File: src/hdl/bpsm_pkg.sv
package bpsm_pkg;

	// Default pool size and the fixed disk size.
	localparam int SLOT_COUNT_DEF   = 32;
	localparam int DISK_BLOCK_COUNT = 8192;

	// Field widths.
	localparam int ACTION_W = 2;
	localparam int BLOCK_W  = 16;
	localparam int STATUS_W = 2;
	localparam int SLOT_W   = 5;
	localparam int AGE_W    = 8;

	localparam logic [AGE_W-1:0] AGE_MAX = '1;

	// Request actions. The unused code behaves as a look-up.
	localparam logic [ACTION_W-1:0] ACT_ALLOC  = 2'd0;
	localparam logic [ACTION_W-1:0] ACT_LOOKUP = 2'd1;
	localparam logic [ACTION_W-1:0] ACT_DIRTY  = 2'd2;

	// Result status codes.
	localparam logic [STATUS_W-1:0] ST_OK   = 2'd0;
	localparam logic [STATUS_W-1:0] ST_OOB  = 2'd1;
	localparam logic [STATUS_W-1:0] ST_MISS = 2'd2;

	// One metadata RAM word per slot.
	typedef struct packed {
		logic               dirty;
		logic [AGE_W-1:0]   age;
		logic [BLOCK_W-1:0] block;
	} meta_t;

	// Control from the sequencer to the scan tracker.
	typedef struct packed {
		logic start;
		logic step;
		logic alloc;
	} trk_ctl_t;

	// Summary of a completed scan.
	typedef struct packed {
		logic               free_found;
		logic               best_dirty;
		logic [BLOCK_W-1:0] best_block;
		logic               hit;
		logic [AGE_W-1:0]   hit_age;
	} trk_res_t;

endpackage

File: src/hdl/bpsm_meta_store.sv
module bpsm_meta_store #(
	parameter int SLOT_COUNT = bpsm_pkg::SLOT_COUNT_DEF,
	localparam int IW = $clog2(SLOT_COUNT)
) (
	input  logic                clk,
	input  logic                arst_n,
	input  logic                rd_en,
	input  logic [IW-1:0]       rd_addr,
	output logic                rd_used,
	output bpsm_pkg::meta_t     rd_data,
	input  logic                wr_en,
	input  logic                wr_set_used,
	input  logic [IW-1:0]       wr_addr,
	input  bpsm_pkg::meta_t     wr_data
);

	// Slot metadata RAM; contents are undefined until a slot is first taken.
	bpsm_pkg::meta_t mem [SLOT_COUNT];
	bpsm_pkg::meta_t raw_q;
	logic            used_rd_q;

	// Occupancy valid bits, cleared by reset.
	logic [SLOT_COUNT-1:0] used_q;

	always_ff @(posedge clk) begin
		if (wr_en) begin
			mem[wr_addr] <= wr_data;
		end
		if (rd_en) begin
			raw_q <= mem[rd_addr];
		end
	end

	always_ff @(posedge clk or negedge arst_n) begin
		if (!arst_n) begin
			used_q    <= '0;
			used_rd_q <= 1'b0;
		end else begin
			if (wr_en && wr_set_used) begin
				used_q[wr_addr] <= 1'b1;
			end
			if (rd_en) begin
				used_rd_q <= used_q[rd_addr];
			end
		end
	end

	// A free slot reads as its reset value: clean, age zero.
	assign rd_used = used_rd_q;
	assign rd_data = used_rd_q ? raw_q : '0;

endmodule

File: src/hdl/bpsm_tracker.sv
module bpsm_tracker #(
	parameter int SLOT_COUNT = bpsm_pkg::SLOT_COUNT_DEF,
	localparam int IW = $clog2(SLOT_COUNT)
) (
	input  logic                          clk,
	input  logic                          arst_n,
	input  bpsm_pkg::trk_ctl_t            ctl,
	input  logic [IW-1:0]                 idx,
	input  logic                          used,
	input  bpsm_pkg::meta_t               meta,
	input  logic [bpsm_pkg::BLOCK_W-1:0]  blk,
	output logic                          aged_we,
	output bpsm_pkg::meta_t               aged,
	output bpsm_pkg::trk_res_t            res,
	output logic [IW-1:0]                 free_idx,
	output logic [IW-1:0]                 best_idx,
	output logic [IW-1:0]                 hit_idx
);

	logic                         free_found_q;
	logic                         hit_q;
	logic [IW-1:0]                free_idx_q;
	logic [IW-1:0]                best_idx_q;
	logic [IW-1:0]                hit_idx_q;
	logic [bpsm_pkg::AGE_W-1:0]   best_age_q;
	logic                         best_dirty_q;
	logic [bpsm_pkg::BLOCK_W-1:0] best_block_q;
	logic [bpsm_pkg::AGE_W-1:0]   hit_age_q;
	logic                         older;
	logic                         match;

	// Saturating age step for an occupied slot.
	always_comb begin
		aged = meta;
		if (used && meta.age != bpsm_pkg::AGE_MAX) begin
			aged.age = meta.age + 1'b1;
		end
	end

	assign aged_we = ctl.step && ctl.alloc && used;

	// Strict compare keeps the lowest index among equally old slots.
	assign older = (idx == '0) || (aged.age > best_age_q);
	assign match = used && (meta.block == blk);

	// Control flags of the running scan.
	always_ff @(posedge clk or negedge arst_n) begin
		if (!arst_n) begin
			free_found_q <= 1'b0;
			hit_q        <= 1'b0;
		end else if (ctl.start) begin
			free_found_q <= 1'b0;
			hit_q        <= 1'b0;
		end else if (ctl.step) begin
			if (!used) begin
				free_found_q <= 1'b1;
			end
			if (match) begin
				hit_q <= 1'b1;
			end
		end
	end

	// Candidate payload captured as entries go by.
	always_ff @(posedge clk) begin
		if (ctl.step) begin
			if (!used && !free_found_q) begin
				free_idx_q <= idx;
			end
			if (older) begin
				best_idx_q   <= idx;
				best_age_q   <= aged.age;
				best_dirty_q <= meta.dirty;
				best_block_q <= meta.block;
			end
			if (match && !hit_q) begin
				hit_idx_q <= idx;
				hit_age_q <= meta.age;
			end
		end
	end

	assign res.free_found = free_found_q;
	assign res.best_dirty = best_dirty_q;
	assign res.best_block = best_block_q;
	assign res.hit        = hit_q;
	assign res.hit_age    = hit_age_q;
	assign free_idx       = free_idx_q;
	assign best_idx       = best_idx_q;
	assign hit_idx        = hit_idx_q;

endmodule

File: src/hdl/buffer_pool_slot_manager_top.sv
// Channel | Handshake            | Payload
// request | in_valid / in_stall  | action, block_num
// result  | out_valid / out_stall| status, slot_index, writeback_needed, writeback_block
//
// An in-range request scans every slot before the next request is accepted;
// the metadata RAM is read one slot per cycle during the scan.
// An out-of-range request skips the scan and touches no slot metadata.
// Reset clears the occupancy bits at once; no clearing pass is needed.
// A stalled result holds the block in its final state; the RAM update for
// that request is made when the result moves into the output register.
module buffer_pool_slot_manager_top #(
	parameter int SLOT_COUNT = bpsm_pkg::SLOT_COUNT_DEF
) (
	input  logic                           clk,
	input  logic                           arst_n,
	input  logic                           in_valid,
	output logic                           in_stall,
	input  logic [bpsm_pkg::ACTION_W-1:0]  action,
	input  logic [bpsm_pkg::BLOCK_W-1:0]   block_num,
	output logic                           out_valid,
	input  logic                           out_stall,
	output logic [bpsm_pkg::STATUS_W-1:0]  status,
	output logic [bpsm_pkg::SLOT_W-1:0]    slot_index,
	output logic                           writeback_needed,
	output logic [bpsm_pkg::BLOCK_W-1:0]   writeback_block
);

	localparam int IW = $clog2(SLOT_COUNT);
	localparam logic [IW-1:0] LAST_IDX = IW'(SLOT_COUNT - 1);

	typedef enum logic [1:0] {
		S_IDLE,
		S_SCAN,
		S_DONE
	} state_t;

	state_t                          state_q;
	logic [bpsm_pkg::ACTION_W-1:0]   act_q;
	logic [bpsm_pkg::BLOCK_W-1:0]    blk_q;
	logic                            oob_q;
	logic                            issue_q;
	logic [IW-1:0]                   rd_idx_q;
	logic                            vld_s1;
	logic [IW-1:0]                   idx_s1;
	logic                            out_valid_q;
	logic [bpsm_pkg::STATUS_W-1:0]   status_q;
	logic [bpsm_pkg::SLOT_W-1:0]     slot_q;
	logic                            wb_q;
	logic [bpsm_pkg::BLOCK_W-1:0]    wb_blk_q;

	logic                            accept;
	logic                            in_oob;
	logic                            out_free;
	logic                            done_fire;
	logic                            is_alloc;
	logic                            rd_used;
	bpsm_pkg::meta_t                 rd_data;
	logic                            wr_en;
	logic                            wr_set_used;
	logic [IW-1:0]                   wr_addr;
	bpsm_pkg::meta_t                 wr_data;
	bpsm_pkg::trk_ctl_t              trk_ctl;
	logic                            aged_we;
	bpsm_pkg::meta_t                 aged;
	bpsm_pkg::trk_res_t              trk_res;
	logic [IW-1:0]                   free_idx;
	logic [IW-1:0]                   best_idx;
	logic [IW-1:0]                   hit_idx;
	logic [IW-1:0]                   pick;

	// Handshake decode.
	assign in_stall  = (state_q != S_IDLE);
	assign accept    = in_valid && !in_stall;
	assign in_oob    = {1'b0, block_num} >= 17'(bpsm_pkg::DISK_BLOCK_COUNT);
	assign out_free  = !out_valid_q || !out_stall;
	assign done_fire = (state_q == S_DONE) && out_free;
	assign is_alloc  = (act_q == bpsm_pkg::ACT_ALLOC);
	assign pick      = trk_res.free_found ? free_idx : best_idx;

	assign trk_ctl.start = accept;
	assign trk_ctl.step  = vld_s1;
	assign trk_ctl.alloc = is_alloc;

	// RAM write port: aging during the scan, the final update at the end.
	always_comb begin
		wr_en       = 1'b0;
		wr_set_used = 1'b0;
		wr_addr     = idx_s1;
		wr_data     = aged;
		if (aged_we) begin
			wr_en = 1'b1;
		end else if (done_fire && !oob_q) begin
			if (is_alloc) begin
				wr_en         = 1'b1;
				wr_set_used   = 1'b1;
				wr_addr       = pick;
				wr_data.dirty = 1'b0;
				wr_data.age   = '0;
				wr_data.block = blk_q;
			end else if (trk_res.hit && act_q == bpsm_pkg::ACT_DIRTY) begin
				wr_en         = 1'b1;
				wr_addr       = hit_idx;
				wr_data.dirty = 1'b1;
				wr_data.age   = trk_res.hit_age;
				wr_data.block = blk_q;
			end
		end
	end

	bpsm_meta_store #(
		.SLOT_COUNT (SLOT_COUNT)
	) u_store (
		.clk         (clk),
		.arst_n      (arst_n),
		.rd_en       (issue_q),
		.rd_addr     (rd_idx_q),
		.rd_used     (rd_used),
		.rd_data     (rd_data),
		.wr_en       (wr_en),
		.wr_set_used (wr_set_used),
		.wr_addr     (wr_addr),
		.wr_data     (wr_data)
	);

	bpsm_tracker #(
		.SLOT_COUNT (SLOT_COUNT)
	) u_tracker (
		.clk      (clk),
		.arst_n   (arst_n),
		.ctl      (trk_ctl),
		.idx      (idx_s1),
		.used     (rd_used),
		.meta     (rd_data),
		.blk      (blk_q),
		.aged_we  (aged_we),
		.aged     (aged),
		.res      (trk_res),
		.free_idx (free_idx),
		.best_idx (best_idx),
		.hit_idx  (hit_idx)
	);

	// Request payload latched at acceptance.
	always_ff @(posedge clk) begin
		if (accept) begin
			act_q <= action;
			blk_q <= block_num;
			oob_q <= in_oob;
		end
	end

	// Sequencer, scan pipeline and output register.
	always_ff @(posedge clk or negedge arst_n) begin
		if (!arst_n) begin
			state_q     <= S_IDLE;
			issue_q     <= 1'b0;
			rd_idx_q    <= '0;
			vld_s1      <= 1'b0;
			idx_s1      <= '0;
			out_valid_q <= 1'b0;
			status_q    <= bpsm_pkg::ST_OK;
			slot_q      <= '0;
			wb_q        <= 1'b0;
			wb_blk_q    <= '0;
		end else begin
			if (out_valid_q && !out_stall) begin
				out_valid_q <= 1'b0;
			end
			vld_s1 <= issue_q;
			idx_s1 <= rd_idx_q;
			unique case (state_q)
				S_IDLE: begin
					if (accept) begin
						rd_idx_q <= '0;
						if (in_oob) begin
							state_q <= S_DONE;
						end else begin
							issue_q <= 1'b1;
							state_q <= S_SCAN;
						end
					end
				end
				S_SCAN: begin
					if (issue_q) begin
						if (rd_idx_q == LAST_IDX) begin
							issue_q <= 1'b0;
						end else begin
							rd_idx_q <= rd_idx_q + 1'b1;
						end
					end
					if (vld_s1 && idx_s1 == LAST_IDX) begin
						state_q <= S_DONE;
					end
				end
				S_DONE: begin
					if (out_free) begin
						out_valid_q <= 1'b1;
						state_q     <= S_IDLE;
						status_q    <= bpsm_pkg::ST_OK;
						slot_q      <= '0;
						wb_q        <= 1'b0;
						wb_blk_q    <= '0;
						if (oob_q) begin
							status_q <= bpsm_pkg::ST_OOB;
						end else if (is_alloc) begin
							slot_q <= bpsm_pkg::SLOT_W'(pick);
							if (!trk_res.free_found && trk_res.best_dirty) begin
								wb_q     <= 1'b1;
								wb_blk_q <= trk_res.best_block;
							end
						end else if (trk_res.hit) begin
							slot_q <= bpsm_pkg::SLOT_W'(hit_idx);
						end else begin
							status_q <= bpsm_pkg::ST_MISS;
						end
					end
				end
				default: begin
					state_q <= S_IDLE;
				end
			endcase
		end
	end

	assign out_valid        = out_valid_q;
	assign status           = status_q;
	assign slot_index       = slot_q;
	assign writeback_needed = wb_q;
	assign writeback_block  = wb_blk_q;

`ifndef SYNTHESIS
	// The scan write-back never hits the entry being read in the same cycle.
	a_no_rw_clash: assert property (@(posedge clk) disable iff (!arst_n)
		(wr_en && issue_q) |-> (wr_addr != rd_idx_q))
		else $error("metadata write collides with a scan read");

	// A result appears only as the sequencer leaves its final state.
	a_result_from_done: assert property (@(posedge clk) disable iff (!arst_n)
		$rose(out_valid_q) |-> $past(state_q == S_DONE))
		else $error("result raised outside the final state");

	// A write-back is reported only with a successful allocation.
	a_wb_ok: assert property (@(posedge clk) disable iff (!arst_n)
		(out_valid_q && wb_q) |-> (status_q == bpsm_pkg::ST_OK))
		else $error("write-back reported with a failing status");

	// The last entry of the scan ends the scan.
	a_scan_ends: assert property (@(posedge clk) disable iff (!arst_n)
		(state_q == S_SCAN && vld_s1 && idx_s1 == LAST_IDX) |=> (state_q == S_DONE))
		else $error("scan did not finish after the last slot");
`endif

endmodule

File: config.mk
export PLATFORM = sky130hd
export DESIGN_NAME = buffer_pool_slot_manager_top
export DESIGN_NICKNAME = d
export VERILOG_FILES = /design/src/hdl/bpsm_pkg.sv /design/src/hdl/bpsm_meta_store.sv /design/src/hdl/bpsm_tracker.sv /design/src/hdl/buffer_pool_slot_manager_top.sv
export SDC_FILE = /design/constraint.sdc
export NUM_CORES = 1
export LEC_CHECK = 0
export BUFFER_PORTS_ARGS = -buffer_cell sky130_fd_sc_hd__buf_2
export CAP_MARGIN = 40
export CORE_UTILIZATION = 40
export CTS_CLUSTER_SIZE = 30
export DETAILED_ROUTE_END_ITERATION = 10
export REMOVE_ABC_BUFFERS = 1
export SYNTH_ARGS = -nofsm -noshare
export SYNTH_HDL_FRONTEND = slang
export SYNTH_HIERARCHICAL = 1
export SYNTH_SLANG_ARGS = --single-unit
File: constraint.sdc
create_clock -name clk -period 15.65 [get_ports clk]
set_clock_uncertainty 0.1 [all_clocks]
set_input_delay 0.7825 -clock clk [delete_from_list [all_inputs] [get_ports clk]]
set_output_delay 0.7825 -clock clk [all_outputs]
set_load 0.02 [all_outputs]
==> impl_metrics.json <==
{
  "critPathArrivalTime_ns": 4.56,
  "cts_buffers": 95,
  "synthTopCellsByCount": "892 x edfxtp_1, 250 x mux4_2, 74 x dfrtp_1, 59 x nor2_1, 47 x clkbuf_1",
  "cp-start-kind": "register",
  "ir_worst_vdd_mv": 0.0792,
  "tns_ns": 0,
  "maxCapViolCount": 0,
  "synth_edf_count": 892,
  "routed_wl_microns": 96800,
  "initial_core_util": 0.404,
  "fp.dieW_microns": 309,
  "yosys.area.top_type": "edfxtp_1",
  "grt_use_total": 0.205,
  "setup_violations": 0,
  "synth_async_sr_flop_share": 0.0766,
  "r2r-end": "u_store/mem[25][4]",
  "htreeDepth": 3,
  "grt_overflow_total": 0,
  "die_h_microns": 309,
  "fp-row-count": 112,
  "cts_tree": "done",
  "clock_latency_ns": 0.67,
  "post_cts_buffers": 0,
  "finalMaxSlewViolations": 0,
  "r2r_slack_ns": 11.26,
  "cp_top_family": "simple AND/OR/NAND/NOR gates",
  "min_path_cells": 1,
  "antenna_found_initial": 8,
  "hold_class": "in2reg",
  "crit_slowest_cell": "nor2_4",
  "syn_area_sq_um": 37700,
  "clock.fmax_mhz": 228,
  "critPathMaxStageDelay_ns": 0.88,
  "critPathKind": "reg2reg",
  "reg2reg_depth": 8,
  "die-area_sq_um": 95600,
  "postSynthCellCount": 1733,
  "ys_seq_elements": 966,
  "viasPerCell": 5.75,
  "synth_top_area_frac": 0.710,
  "grt_setup_unrepaired": "no",
  "synth.distinct_cells": 54,
  "final_antenna_net_count": 0,
  "vias": 18200,
  "p_leak_nw": 13.9,
  "max_slew_margin": 0.372,
  "hold_viol_final": 0,
  "avgSynthCellArea_sq_um": 21.8,
  "wl_per_cell_microns": 30.6,
  "cts.sinks": 966,
  "numPlacedInstances": 2988,
  "power.density_nw_per_um2": 151,
  "worstPathMaxFanout": 25,
  "drt_iter0_drc": 2289,
  "path_clk_slew_ns": 0.06,
  "min_delay_worst_endpoint": "blk_q[3]",
  "ioPinCount": 48,
  "synth.area.top_cells": "edfxtp_1 71%, mux4_2 15%, dfrtp_1 4.9%",
  "hp-start": "block_num[3]",
  "tightest_slew_ns": 0.942,
  "period_share": 0.280,
  "drc": 0,
  "min_period_ns": 4.39,
  "area_growth_syn_to_layout_pct": 14.8,
  "globalplace.congestion": 0.863,
  "stdcell_count": 3167,
  "crit_chain": "or2_2 > inv_1 > and3_1 > nor4_4 > buf_4 > o221ai_1 > nand3b_1 > nor2_4",
  "core_sq_um": 93300,
  "ctsRootBufferMaster": "clkbuf_16",
  "outcome": "complete, no violations",
  "synthFlopType": "edfxtp_1",
  "dpl.hpwl_microns": 63700,
  "dr.pass1.iters": 5,
  "ctsResizeCount": 0,
  "grt_max_degree": 88,
  "end_kind": "register",
  "cp_data_required_time_ns": 15.82,
  "seq_area_frac_synth": 0.759,
  "crit_buf_inv": 2,
  "portBuffers": 47,
  "reg2reg_from": "act_q[0]",
  "yosysWarnings": 6,
  "synth_most_common_cell": "edfxtp_1",
  "grt_pass1_wl_microns": 136000,
  "nNetsFinal": 1866,
  "final_layout_size_suffix_gt1_frac": 0.309,
  "cts_max_path_buffers": 3,
  "grt_pass1_vias": 17700
}
-- final cells by class --
type	instances	area [sq um]
fillers	7672	50000
flip-flops and latches	966	28700
multi-input cells	637	8720
clock buffers	118	2540
well taps	1254	1570
repair buffers	108	1290
clock inverters	57	482
inverters	25	93.8
diodes	2	5.00
-- per-stage QoR --
| stage | hold slack [ns] | total power, mW | setup WS [ns] | area (sq um) | util |
|---|---|---|---|---|---|
| 2_1_floorplan | 0.342 | 4.04 | 5.71 | 37200 | - |
| 3_3_place_gp | 0.348 | 4.30 | 10.22 | 39500 | 0.423 |
| 3_5_place_dp | 0.353 | 4.37 | 11.17 | 40300 | 0.432 |
| 4_1_cts | 0.182 | 6.57 | 11.18 | 43300 | 0.464 |
| 5_1_grt | 0.198 | 6.72 | 10.97 | 43300 | 0.464 |
| 6_report | 0.215 | 6.53 | 11.26 | 43300 | 0.464 |
-- report_power, final --
| part | switching (mW) | leakage, nW | internal [mW] |
|---|---|---|---|
| Combinational | 0.706 | 3.13 | 0.496 |
| Sequential | 0.0760 | 9.32 | 3.02 |
| Clock | 0.968 | 1.47 | 1.25 |
| Total | 1.75 | 13.9 | 4.77 |
-- cells in the final DEF (no fill, tap or decap), types with 20 or more instances in the layout --
cell	Yosys	layout
mux2_2	42	42
buf_16	0	22
clkbuf_16	0	97
mux4_2	250	250
and2_1	28	28
nor2_4	1	34
buf_4	26	23
dfrtp_1	74	68
o21bai_1	33	33
buf_2	14	47
edfxtp_1	892	892
inv_1	25	25
nand2_1	23	23
nor2_1	59	26
xnor2_1	20	20
mux2i_1	31	31
-- repair_timing --
| item | CTS | global route |
|---|---|---|
| setup endpoints to repair | 0 | 0 |
| hold buffers | 1 | 0 |
| hold endpoints to repair | 28 | 0 |
-- sequential cells by signal, summed over array words and instances, names as in the netlist, 8 cells and up --
register / cells
u_store/mem: 800
u_store/used_q: 32
u_store/raw_q: 25
blk_q: 16
u_tracker/best_block_q: 16
writeback_block: 16
u_tracker/best_age_q: 8
u_tracker/hit_age_q: 8
-- worst max path at each step --
stage / start / endpoint / slack (ns) / cells after the start
5_1_grt: rd_idx_q[0] / u_store/raw_q[18] / 10.97 / 8
2_1_floorplan: rd_idx_q[0] / u_store/raw_q[0] / 5.71 / 3
3_3_place_gp: rd_idx_q[0] / u_store/raw_q[18] / 10.22 / 6
6_report: act_q[0] / u_store/mem[25][4] / 11.26 / 8
4_1_cts: rd_idx_q[0] / u_store/raw_q[18] / 11.18 / 8
3_5_place_dp: rd_idx_q[0] / u_store/raw_q[18] / 11.17 / 8
-- cells by family after synthesis --
| logic type | after synthesis | synth area share |
|---|---|---|
| muxes | 324 | 0.170 |
| AOI/OAI and AO/OA | 106 | 0.0195 |
| xor gates and xnor gates | 22 | 0.00510 |
| buffers and inverters | 130 | 0.0176 |
| and+or+nand+nor | 174 | 0.0252 |
| adders and majority gates | 11 | 0.00365 |
| DFF | 966 | 0.759 |
-- layer usage --
layer  wire length, microns  track usage  part of all wire  up-vias
li1                       -            -                 -     7387
met1                  41600        0.312              0.43     9838
met2                  42800        0.293              0.44      893
met3                   9910       0.0477              0.10      104
met4                   2490       0.0636             0.026        0
met5                      0            0                 0        -
Note: power is estimated with default switching activity, not from simulation.
